===== config.mk =====
export PLATFORM = sky130hd
export DESIGN_NAME = weighted_centroid_window
export DESIGN_NICKNAME = d
export VERILOG_FILES = /design/src/rtl/wcw_pkg.sv /design/src/rtl/wcw_front.sv /design/src/rtl/wcw_queue.sv /design/src/rtl/wcw_divider.sv /design/src/rtl/weighted_centroid_window.sv
export SDC_FILE = /design/constraint.sdc
export NUM_CORES = 2
export LEC_CHECK = 0
export BUFFER_PORTS_ARGS = -buffer_cell sky130_fd_sc_hd__buf_2
export CORE_ASPECT_RATIO = 1.2
export CORE_UTILIZATION = 48
export CTS_BUF_LIST = sky130_fd_sc_hd__clkbuf_2 sky130_fd_sc_hd__clkbuf_4 sky130_fd_sc_hd__clkbuf_8
export CTS_CLUSTER_SIZE = 20
export DETAILED_ROUTE_END_ITERATION = 6
export HOLD_SLACK_MARGIN = 0.08
export PLACE_DENSITY = 0.66
export RECOVER_POWER = 100
export REMOVE_ABC_BUFFERS = 1
export SYNTH_ARGS = -nofsm -noshare
export SYNTH_HDL_FRONTEND = slang
export SYNTH_SLANG_ARGS = --single-unit

===== constraint.sdc =====
create_clock -name clk -period 14.1 [get_ports clk]
set_clock_uncertainty 0.15 [all_clocks]
set_input_delay 3.525 -clock clk [delete_from_list [all_inputs] [get_ports clk]]
set_output_delay 3.525 -clock clk [all_outputs]
set_load 0.01 [all_outputs]

===== src/rtl/wcw_pkg.sv =====
// wcw_pkg: shared types and constants for the weighted centroid window block.
// No dependencies; every rtl file except wcw_checker refers to it by scoped names.
`default_nettype none

package wcw_pkg;

    // fixed widths of the pixel channels and the accumulators
    localparam int CHAN_BITS      = 8;
    localparam int CHAN_SUM_BITS  = 10;    // three bytes summed
    localparam int PIX_MASS_BITS  = 8;     // per-pixel mass, 0..255
    localparam int MASS_BITS      = 32;    // total mass accumulator
    localparam int SUM_BITS       = 48;    // weighted coordinate accumulators

    // divide-by-3 of the channel sum: (s * 683) >> 11, exact for s <= 765
    localparam int DIV3_MULT      = 683;
    localparam int DIV3_SHIFT     = 11;
    localparam int DIV3_PROD_BITS = 20;

    // finished window sums handed from the accumulator to the divider
    typedef struct packed {
        logic [SUM_BITS-1:0]  col_sum;
        logic [SUM_BITS-1:0]  row_sum;
        logic [MASS_BITS-1:0] total;
    } wcw_sums_t;

    // divider sequencer
    typedef enum logic [1:0] {
        ST_IDLE,
        ST_DIV,
        ST_FINISH
    } wcw_state_t;

endpackage

`default_nettype wire


===== src/rtl/wcw_front.sv =====
// wcw_front: pixel mass, coordinate products and window accumulation.
// Depends on wcw_pkg; pushes finished window sums into wcw_queue.
`default_nettype none

module wcw_front #(
    parameter int COORD_BITS = 12
) (
    input  wire logic                             clk,
    input  wire logic                             rst_n,
    input  wire logic                             in_valid,
    output logic                                  in_ready,
    input  wire logic [wcw_pkg::CHAN_BITS-1:0]    blue,
    input  wire logic [wcw_pkg::CHAN_BITS-1:0]    green,
    input  wire logic [wcw_pkg::CHAN_BITS-1:0]    red,
    input  wire logic [COORD_BITS-1:0]            pixel_x,
    input  wire logic [COORD_BITS-1:0]            pixel_y,
    input  wire logic                             last_pixel,
    input  wire logic                             q_full,
    output logic                                  push,
    output wcw_pkg::wcw_sums_t                    push_data
);

    localparam int PROD_BITS = wcw_pkg::PIX_MASS_BITS + COORD_BITS;

    logic [wcw_pkg::CHAN_SUM_BITS-1:0]  chan_sum;
    logic [wcw_pkg::DIV3_PROD_BITS-1:0] mass_scaled;
    logic [wcw_pkg::PIX_MASS_BITS-1:0]  mass;
    logic                               advance;

    // stage 1: pixel mass
    logic                               s1_valid_reg;
    logic [wcw_pkg::PIX_MASS_BITS-1:0]  s1_mass_reg;
    logic [COORD_BITS-1:0]              s1_x_reg;
    logic [COORD_BITS-1:0]              s1_y_reg;
    logic                               s1_last_reg;

    // stage 2: weighted coordinates
    logic                               s2_valid_reg;
    logic [wcw_pkg::PIX_MASS_BITS-1:0]  s2_mass_reg;
    logic [PROD_BITS-1:0]               s2_px_reg;
    logic [PROD_BITS-1:0]               s2_py_reg;
    logic                               s2_last_reg;

    // accumulators
    logic [wcw_pkg::MASS_BITS-1:0]      mass_total_reg, mass_total_next;
    logic [wcw_pkg::SUM_BITS-1:0]       col_sum_reg, col_sum_next;
    logic [wcw_pkg::SUM_BITS-1:0]       row_sum_reg, row_sum_next;

    // only a closing pixel facing a full queue holds the pipe
    assign advance  = !(s2_valid_reg && s2_last_reg && q_full);
    assign in_ready = advance;

    assign chan_sum = wcw_pkg::CHAN_SUM_BITS'(blue) + wcw_pkg::CHAN_SUM_BITS'(green)
                    + wcw_pkg::CHAN_SUM_BITS'(red);
    assign mass_scaled = wcw_pkg::DIV3_PROD_BITS'(chan_sum)
                       * wcw_pkg::DIV3_PROD_BITS'(wcw_pkg::DIV3_MULT);
    assign mass = mass_scaled[wcw_pkg::DIV3_SHIFT +: wcw_pkg::PIX_MASS_BITS];

    always_comb
    begin
        mass_total_next = mass_total_reg + wcw_pkg::MASS_BITS'(s2_mass_reg);
        col_sum_next    = col_sum_reg + wcw_pkg::SUM_BITS'(s2_px_reg);
        row_sum_next    = row_sum_reg + wcw_pkg::SUM_BITS'(s2_py_reg);
    end

    assign push              = advance && s2_valid_reg && s2_last_reg;
    assign push_data.col_sum = col_sum_next;
    assign push_data.row_sum = row_sum_next;
    assign push_data.total   = mass_total_next;

    always_ff @(posedge clk or negedge rst_n)
    begin
        if (!rst_n)
        begin
            s1_valid_reg   <= 1'b0;
            s2_valid_reg   <= 1'b0;
            mass_total_reg <= '0;
            col_sum_reg    <= '0;
            row_sum_reg    <= '0;
        end
        else if (advance)
        begin
            s1_valid_reg <= in_valid;
            s2_valid_reg <= s1_valid_reg;
            if (s2_valid_reg)
            begin
                if (s2_last_reg)
                begin
                    mass_total_reg <= '0;
                    col_sum_reg    <= '0;
                    row_sum_reg    <= '0;
                end
                else
                begin
                    mass_total_reg <= mass_total_next;
                    col_sum_reg    <= col_sum_next;
                    row_sum_reg    <= row_sum_next;
                end
            end
        end
    end

    always_ff @(posedge clk)
    begin
        if (advance)
        begin
            s1_mass_reg <= mass;
            s1_x_reg    <= pixel_x;
            s1_y_reg    <= pixel_y;
            s1_last_reg <= last_pixel;
            s2_mass_reg <= s1_mass_reg;
            s2_px_reg   <= PROD_BITS'(s1_mass_reg) * PROD_BITS'(s1_x_reg);
            s2_py_reg   <= PROD_BITS'(s1_mass_reg) * PROD_BITS'(s1_y_reg);
            s2_last_reg <= s1_last_reg;
        end
    end

endmodule

`default_nettype wire


===== src/rtl/wcw_queue.sv =====
// wcw_queue: two-entry queue of finished window sums.
// Depends on wcw_pkg; sits between wcw_front and wcw_divider.
`default_nettype none

module wcw_queue (
    input  wire logic                clk,
    input  wire logic                rst_n,
    input  wire logic                push,
    input  wire wcw_pkg::wcw_sums_t  push_data,
    output logic                     full,
    output logic                     q_valid,
    input  wire logic                pop,
    output wcw_pkg::wcw_sums_t       q_data
);

    wcw_pkg::wcw_sums_t entry_reg [2];
    logic               wr_ptr_reg;
    logic               rd_ptr_reg;
    logic [1:0]         count_reg, count_next;

    assign full    = (count_reg == 2'd2);
    assign q_valid = (count_reg != 2'd0);
    assign q_data  = entry_reg[rd_ptr_reg];

    always_comb
    begin
        count_next = count_reg;
        if (push && !pop)
            count_next = count_reg + 2'd1;
        else if (pop && !push)
            count_next = count_reg - 2'd1;
    end

    always_ff @(posedge clk or negedge rst_n)
    begin
        if (!rst_n)
        begin
            wr_ptr_reg <= 1'b0;
            rd_ptr_reg <= 1'b0;
            count_reg  <= 2'd0;
        end
        else
        begin
            count_reg <= count_next;
            if (push)
                wr_ptr_reg <= !wr_ptr_reg;
            if (pop)
                rd_ptr_reg <= !rd_ptr_reg;
        end
    end

    always_ff @(posedge clk)
    begin
        if (push)
            entry_reg[wr_ptr_reg] <= push_data;
    end

endmodule

`default_nettype wire


===== src/rtl/wcw_divider.sv =====
// wcw_divider: bit-serial division of both weighted sums by the total mass,
// saturation, and the result output register. Depends on wcw_pkg.
`default_nettype none

module wcw_divider #(
    parameter int COORD_BITS = 12,
    parameter int FRAC_BITS  = 8
) (
    input  wire logic                              clk,
    input  wire logic                              rst_n,
    input  wire logic                              q_valid,
    input  wire wcw_pkg::wcw_sums_t                q_data,
    output logic                                   pop,
    output logic                                   out_valid,
    input  wire logic                              out_ready,
    output logic [COORD_BITS+FRAC_BITS-1:0]        center_x,
    output logic [COORD_BITS+FRAC_BITS-1:0]        center_y,
    output logic                                   empty_window
);

    localparam int OUT_BITS = COORD_BITS + FRAC_BITS;
    localparam int DW       = wcw_pkg::SUM_BITS + FRAC_BITS;
    localparam int CNT_BITS = $clog2(DW);
    localparam int REM_BITS = wcw_pkg::MASS_BITS + 1;

    wcw_pkg::wcw_state_t state_reg, state_next;

    logic                           do_step;
    logic                           load_out;
    logic [wcw_pkg::MASS_BITS-1:0]  div_reg;
    logic [REM_BITS-1:0]            remx_reg, remy_reg;
    logic [DW-1:0]                  dqx_reg, dqy_reg;
    logic [CNT_BITS-1:0]            cnt_reg;
    logic                           zero_reg;

    logic [REM_BITS-1:0]            trial_x, trial_y, divisor_ext;
    logic                           ge_x, ge_y;
    logic [OUT_BITS-1:0]            quot_x, quot_y;

    logic                           out_valid_reg;
    logic [OUT_BITS-1:0]            center_x_reg, center_y_reg;
    logic                           empty_reg;

    // next state
    always_comb
    begin
        state_next = state_reg;
        case (state_reg)
            wcw_pkg::ST_IDLE:
            begin
                if (q_valid)
                    state_next = (q_data.total == '0) ? wcw_pkg::ST_FINISH : wcw_pkg::ST_DIV;
            end
            wcw_pkg::ST_DIV:
            begin
                if (cnt_reg == '0)
                    state_next = wcw_pkg::ST_FINISH;
            end
            wcw_pkg::ST_FINISH:
            begin
                if (!out_valid_reg || out_ready)
                    state_next = wcw_pkg::ST_IDLE;
            end
            default: state_next = wcw_pkg::ST_IDLE;
        endcase
    end

    // sequencer outputs
    always_comb
    begin
        pop      = 1'b0;
        do_step  = 1'b0;
        load_out = 1'b0;
        case (state_reg)
            wcw_pkg::ST_IDLE:   pop      = q_valid;
            wcw_pkg::ST_DIV:    do_step  = 1'b1;
            wcw_pkg::ST_FINISH: load_out = !out_valid_reg || out_ready;
            default:            pop      = 1'b0;
        endcase
    end

    // one restoring step per lane, shared divisor
    assign divisor_ext = {1'b0, div_reg};
    assign trial_x     = {remx_reg[REM_BITS-2:0], dqx_reg[DW-1]};
    assign trial_y     = {remy_reg[REM_BITS-2:0], dqy_reg[DW-1]};
    assign ge_x        = (trial_x >= divisor_ext);
    assign ge_y        = (trial_y >= divisor_ext);

    // quotients beyond the output range clamp to all ones
    assign quot_x = (|dqx_reg[DW-1:OUT_BITS]) ? {OUT_BITS{1'b1}} : dqx_reg[OUT_BITS-1:0];
    assign quot_y = (|dqy_reg[DW-1:OUT_BITS]) ? {OUT_BITS{1'b1}} : dqy_reg[OUT_BITS-1:0];

    always_ff @(posedge clk or negedge rst_n)
    begin
        if (!rst_n)
        begin
            state_reg     <= wcw_pkg::ST_IDLE;
            out_valid_reg <= 1'b0;
        end
        else
        begin
            state_reg <= state_next;
            if (load_out)
                out_valid_reg <= 1'b1;
            else if (out_ready)
                out_valid_reg <= 1'b0;
        end
    end

    always_ff @(posedge clk)
    begin
        if (pop)
        begin
            div_reg  <= q_data.total;
            remx_reg <= '0;
            remy_reg <= '0;
            dqx_reg  <= DW'(q_data.col_sum) << FRAC_BITS;
            dqy_reg  <= DW'(q_data.row_sum) << FRAC_BITS;
            cnt_reg  <= CNT_BITS'(DW - 1);
            zero_reg <= (q_data.total == '0);
        end
        else if (do_step)
        begin
            remx_reg <= ge_x ? (trial_x - divisor_ext) : trial_x;
            remy_reg <= ge_y ? (trial_y - divisor_ext) : trial_y;
            dqx_reg  <= {dqx_reg[DW-2:0], ge_x};
            dqy_reg  <= {dqy_reg[DW-2:0], ge_y};
            cnt_reg  <= cnt_reg - CNT_BITS'(1);
        end
        if (load_out)
        begin
            center_x_reg <= zero_reg ? '0 : quot_x;
            center_y_reg <= zero_reg ? '0 : quot_y;
            empty_reg    <= zero_reg;
        end
    end

    assign out_valid    = out_valid_reg;
    assign center_x     = center_x_reg;
    assign center_y     = center_y_reg;
    assign empty_window = empty_reg;

endmodule

`default_nettype wire


===== src/rtl/weighted_centroid_window.sv =====
// weighted_centroid_window: top level of the intensity-weighted centroid block.
// Depends on wcw_pkg, wcw_front, wcw_queue and wcw_divider.
//
//  channel | handshake            | payload
//  --------+----------------------+------------------------------------------------
//  pixel   | in_valid / in_ready  | blue, green, red, pixel_x, pixel_y, last_pixel
//  result  | out_valid/ out_ready | center_x, center_y, empty_window
//
// Pixels are taken one per clock while in_ready is high. The front pipe (mass,
// then coordinate products) feeds the accumulators through its stage registers.
// A closed window waits in a two-entry queue for the serial divider, which
// takes one window at a time: it pops the window in idle, divides one quotient
// bit per step for a nonzero window, then loads the result register; an empty
// window skips the division and goes straight to the load.
// in_ready drops only while a closing pixel meets a full queue.
// Reset (rst_n low, asynchronous) clears the sums, pipe, queue and sequencer.
`default_nettype none

module weighted_centroid_window #(
    parameter int COORD_BITS = 12,
    parameter int FRAC_BITS  = 8
) (
    input  wire logic                              clk,
    input  wire logic                              rst_n,
    // pixel transactions
    input  wire logic                              in_valid,
    output logic                                   in_ready,
    input  wire logic [wcw_pkg::CHAN_BITS-1:0]     blue,
    input  wire logic [wcw_pkg::CHAN_BITS-1:0]     green,
    input  wire logic [wcw_pkg::CHAN_BITS-1:0]     red,
    input  wire logic [COORD_BITS-1:0]             pixel_x,
    input  wire logic [COORD_BITS-1:0]             pixel_y,
    input  wire logic                              last_pixel,
    // result transactions
    output logic                                   out_valid,
    input  wire logic                              out_ready,
    output logic [COORD_BITS+FRAC_BITS-1:0]        center_x,
    output logic [COORD_BITS+FRAC_BITS-1:0]        center_y,
    output logic                                   empty_window
);

    logic               push;
    logic               q_full;
    logic               q_valid;
    logic               pop;
    wcw_pkg::wcw_sums_t push_data;
    wcw_pkg::wcw_sums_t q_data;

    // front: per-pixel mass, weighted coordinates, window sums
    wcw_front #(
        .COORD_BITS (COORD_BITS)
    ) u_front (
        .clk        (clk),
        .rst_n      (rst_n),
        .in_valid   (in_valid),
        .in_ready   (in_ready),
        .blue       (blue),
        .green      (green),
        .red        (red),
        .pixel_x    (pixel_x),
        .pixel_y    (pixel_y),
        .last_pixel (last_pixel),
        .q_full     (q_full),
        .push       (push),
        .push_data  (push_data)
    );

    // closed windows waiting for the divider
    wcw_queue u_queue (
        .clk       (clk),
        .rst_n     (rst_n),
        .push      (push),
        .push_data (push_data),
        .full      (q_full),
        .q_valid   (q_valid),
        .pop       (pop),
        .q_data    (q_data)
    );

    // back: centroid division and result register
    wcw_divider #(
        .COORD_BITS (COORD_BITS),
        .FRAC_BITS  (FRAC_BITS)
    ) u_divider (
        .clk          (clk),
        .rst_n        (rst_n),
        .q_valid      (q_valid),
        .q_data       (q_data),
        .pop          (pop),
        .out_valid    (out_valid),
        .out_ready    (out_ready),
        .center_x     (center_x),
        .center_y     (center_y),
        .empty_window (empty_window)
    );

endmodule

`default_nettype wire


# Yosys cells after proc, flatten, opt, wreduce, memory -nomap -nowiden
# Memories as Yosys holds them, arrays and structs flattened.
# Cells that the tools add are included.
# totals
regBits	475
latch_bits	0
mem_bits_rw	256
romBits	0
input_bits	53
out_inout_bits	43
word_cells	102
mem_count	1
# op_classes
add_sub_neg	10
multipliers	3
div_mod_pow	0
magnitude_cmp	2
eq_ne	6
n_shift	0
n_mux	25
n_bitwise	1
reduce_logical	24
# memory_table
name	depth	width	rd	rd_ports_with_merged_regs	write_ports	line_no	source
u_queue.entry_reg	2	128	1	0	1	wcw_queue.sv:16	wcw_pkg::wcw_sums_t entry_reg [2];
# op_table
operator	count
$mux 56	4
$add 48x20->48	2
$mux 32	3
$mux 48	2
$reduce_or 36->1	2
$ge 33x32->1	2
$sub 32x32->32	2
$mul 8x12->20	2
$mux 20	2
$add 32x8->32	1
$logic_not 32->1	1
$mul 10x10->19 const B	1
$mux 2	6
$add 10x8->10	1
$add 8x8->9	1
$reduce_bool 2->1	4
$mux 1	7
$logic_and 1x1->1	6
$logic_not 1->1	6
$logic_not 6->1	1
$ne 2x1->1 const B	3
$pmux 2 s3	1
$sub 6x1->6 const B	1
$eq 2x2->1 const B	2
8 further kinds	8

# Logic depth before layout (Yosys ltp)
# logic_depth
depth_word	9
mapped_depth	31
ltp_nobuf	31

# Modules after synthesis
# From an unflattened synthesis, not the netlist that was laid out.
# unflattened
hier_cells	3867
area_unflattened_um2	43290.3
# modules_own_cells
mod	instances	cells_per_inst	area_each_um2	seq_area_each_um2
wcw_front	1	2094	20138.1	5715.5
wcw_divider	1	1359	13683.1	6901.6
wcw_queue	1	414	9469.1	7787.5

# Least setup slack after synthesis
# OpenSTA, ideal clock, no wires.
# synth_timing
kind	reg-to-reg
start	register u_front.s2_last_reg
end	memory u_queue.entry_reg[0][0] in the netlist's numbering, enable pin
setup_ns	0.773
t_arrival_ns	9.685
required_time_ns	13.177
setup_slack_ns	3.492
stages_incl_launch_ff	5
n_path_buf	2
period_less_slack_ns	10.608
path_cell_list	edfxtp_1 -> clkbuf_1 -> buf_1 -> nand2_1 -> nor3_1
# synth_between
elab_chain_cells	7
# synth_lines
element	line_no	source
start, declared	wcw_front.sv:42	logic s2_last_reg;
start signal, assigned	wcw_front.sv:114	s2_last_reg <= s1_last_reg;
$logic_and 1x1->1 (2 in series)	wcw_front.sv:50	assign advance = !(s2_valid_reg && s2_last_reg && q_full);
$logic_not 1->1	wcw_front.sv:50	
$logic_and 1x1->1	wcw_front.sv:66	assign push = advance && s2_valid_reg && s2_last_reg;
$logic_and 1x1->1 (*)	wcw_front.sv:66	
$mux 1 (*)	wcw_queue.sv:54	if (push)
$mux 1 (implied by the code) (*)	wcw_queue.sv:55	entry_reg[wr_ptr_reg] <= push_data;
end, declared	wcw_queue.sv:16	
# Mark *: on every way between the ends. The rest lies on a longest branch, timed or not.

# Worst setup path in the final report
# layout_timing
start	register u_front.s2_last_reg
end	memory u_queue.entry_reg[1][59] in the netlist's numbering, enable pin
# layout_between
elab_chain_cells	7
# layout_lines
element	line_no	source
$logic_and 1x1->1 (2 in series)	wcw_front.sv:50	
$logic_not 1->1	wcw_front.sv:50	
$logic_and 1x1->1	wcw_front.sv:66	
$logic_and 1x1->1 (*)	wcw_front.sv:66	
net push	weighted_centroid_window.sv:42	logic push;
$mux 1 (*)	wcw_queue.sv:54	
$mux 1 (implied by the code) (*)	wcw_queue.sv:55	
# Mark *: on every way through the listed nets, which the timed path passes. The rest lies on a longest branch.

==> impl_metrics.py <==
metrics = {
    "run_status": {
        "status": "finished, violations left",
        "violations": "DRC, capacitance limit, slew limit",
    },
    "worst_setup_path": {
        "crit_type": "reg -> reg",
        "critPathMaxFanout": 72,
        "crit_family": "buffers and inverters",
        "timing.critical_path.mode_cell": "clkbuf_1",
        "r2r_slack_ns": 3.84,
        "cp_slowest_cell": "and2_0",
        "max_stage_delay_ns": 3.89,
        "reg2reg_depth": 5,
        "reg2reg_to": "u_queue.entry_reg[1][59]",
        "worst-path-buf-inv": 2,
        "crit_path_end_kind": "flip-flop",
        "crit_required_ns": 14.21,
        "cp.arrival_ns": 10.36,
        "timing.rr.start": "u_front.s2_last_reg",
        "cp-start-kind": "flip-flop",
        "path_cells": "clkbuf_1 > nand2_1 > nor2_1 > and2_0 > clkbuf_1",
    },
    "worst_hold_path": {
        "hold_start": "u_front.s1_last_reg",
        "hold_end": "u_front.s2_last_reg",
        "hold_depth": 0,
        "hold_class": "reg -> reg",
    },
    "sta": {
        "hold_viol": 0,
        "rsz0062_at_grt": "no",
        "setup_viol": 0,
        "tns_ns": 0,
        "fmax_mhz": 97.5,
        "period_share_pct": 72.8,
        "slew_headroom_pct": -259,
        "finalCriticalPeriod_ns": 10.26,
        "report.final.slew_viol_count": 1299,
        "tightest_slew_ns": 5.38,
    },
    "yosys": {
        "synth_top_family_by_area": "adder cells",
        "ys_seq_elements": 731,
        "muxShareOfSynthArea_pct": 4.84,
        "synth-seq-area-share_pct": 47.6,
        "synth_edf_count": 508,
        "synth_flop_cell": "edfxtp_1",
        "synth_top_area_cell": "edfxtp_1",
        "synth_adder_area_share_pct": 14.7,
        "synth_compound_area_share_pct": 11.8,
        "synth.cell_area_um2": 42900,
        "synth_xor_xnor_area_share_pct": 4.57,
        "ys_warn_count": 0,
        "syn_avg_cell_area_um2": 10.8,
        "synthTopCellsByArea": "edfxtp_1, dfrtp_1, ha_1",
        "async_flop_share_pct": 18.7,
        "synth_cell_type_count": 77,
        "netlist_instances": 3956,
        "synthSimpleGateAreaFrac_pct": 12.4,
        "yosysTopAreaCellShare_pct": 35.6,
    },
    "grt": {
        "grt_util_met1_pct": 26.1,
        "grt_pass1_wl_um": 150000,
        "grt_pass1_vias": 29440,
        "busiest_layer": "met2",
        "antenna_found_initial": 1,
        "grt_max_degree": 89,
        "track_usage_pct": 20.7,
        "grt_overflow": 0,
        "use_met2_pct": 36.5,
        "grt_use_met3_pct": 3.08,
    },
    "floorplan": {
        "start_util_pct": 48.7,
        "core_um2": 88100,
        "boundaryPins": 96,
        "rows": 119,
        "die_height_um": 329,
        "dieArea_um2": 90600,
        "die_w_um": 275,
    },
    "route": {
        "wire_per_inst_um": 17.7,
        "drtAntennaViolNets": 0,
        "finalWirelength_um": 93600,
        "first_pass_iters": 7,
        "initialDrtViolationCount": 1866,
        "vias_per_cell": 5.55,
        "route.detailed.drc": 3,
        "vias": 29448,
    },
    "place": {
        "gp_congestion": 0.853,
        "hpwl_um": 64400,
        "portBuffers": 95,
    },
    "cells_and_area": {
        "syn_to_final_growth_pct": 9.46,
        "multi_input_area_um2": 20700,
        "drive_above_1_share_pct": 7.30,
        "largest_register_ff_count": 256,
        "seq_area_um2": 20400,
        "nets": 4518,
        "num-fill-cells": 7807,
    },
    "clock_network": {
        "ctsHoldBuffers": 0,
        "clk_path_buf_depth": 3,
        "htreeDepth": 3,
        "post_cts_buffers": 0,
        "clk_latency_ns": 0.76,
        "clkTransAtPathRegs_ns": 0.06,
        "numCtsBuffers": 118,
        "cts_resized": 0,
        "cts_sinks": 731,
        "cts_tree": "done",
        "cts_root_buffer": "clkbuf_8",
    },
    "run": {
        "drv_cap": 25,
    },
}
## cells in the final DEF (no fill, tap or decap), types with 137 or more instances in the layout
master / instances
dfrtp_1: 137
a21oi_1: 210
inv_1: 307
edfxtp_1: 508
xnor2_1: 148
mux2i_1: 168
fa_1: 146
nor2_1: 175
o21ai_0: 258
nand2_1: 418
ha_1: 271
## worst register-to-register path, delay by kind of cell, from the launching register on
kind / cells / cell delay (ns)
buffers and inverters: 2 / 4.61
AND/OR/NAND/NOR: 3 / 4.53
flip-flops: 1 / 0.46
## cells by family after synthesis
group,Yosys count
AND/OR/NAND/NOR,1101
AO/OA/AOI/OAI,810
flip-flops,731
buffers and inverters,470
adder cells (fa/ha/maj),417
XOR/XNOR,224
multiplexers,203
## how the worst max path moves through the flow
stage | startpoint | depth (start not counted) | endpoint
2_1_floorplan | u_front.s2_last_reg | 2 | u_queue.entry_reg[0][0]
3_3_place_gp | blue[0] | 31 | u_front.s1_mass_reg[7]
3_5_place_dp | blue[0] | 31 | u_front.s1_mass_reg[7]
4_1_cts | blue[0] | 31 | u_front.s1_mass_reg[7]
5_1_grt | rst_n | 3 | u_front.row_sum_reg[27]
6_report | u_front.s2_last_reg | 5 | u_queue.entry_reg[1][59]
## final cells by class
class | instances | area share, %
multi-input combinational | 2755 | 44.1
timing repair buffer | 133 | 1.25
inverter | 309 | 2.47
clock buffer | 173 | 4.55
clock inverter | 51 | 1.07
tap | 1149 | 3.06
sequential | 731 | 43.5
antenna | 1 | 0.00533
## cells in the mapped netlist (all sizes together) (27+ instances only)
cell type and count:
a211oi 27, nor2 175, dfrtp 137, and3 38
mux2 35, o21ai 258, nand3 93, edfxtp 508
xnor2 148, clkbuf 141, mux2i 168, nor3 51
xor2 76, o22ai 31, and2 111, nand2 418
a22o 40, fa 146, nand4 39, dfxtp 86
nor4 46, inv 308, ha 271, a21o 44
nor2b 39, a21oi 210
## metal layers
layer	vias up	part of all wire (%)	routed length [um]
met1	14412	44	40800
met2	568	50	46500
met3	133	4.6	4300
met5	-	0	0
li1	14335	-	-
met4	0	2.2	2060
## through the flow
step	hold WS (ns)	setup slack (ns)	std cells	utilization [%]	area (um2)
floorplan	0.250	2.87	3795	-	42300
global placement	0.276	3.12	5077	50.6	44600
detailed placement	0.274	3.10	5077	50.6	44600
CTS	0.308	3.88	5301	53.6	47200
global route	0.328	2.85	5302	53.3	47000
finish	0.302	3.84	5302	53.3	47000
Power is left out: the tool's default activity adds up to more than one toggle a clock period on the data nets, which glitch-free logic cannot reach.
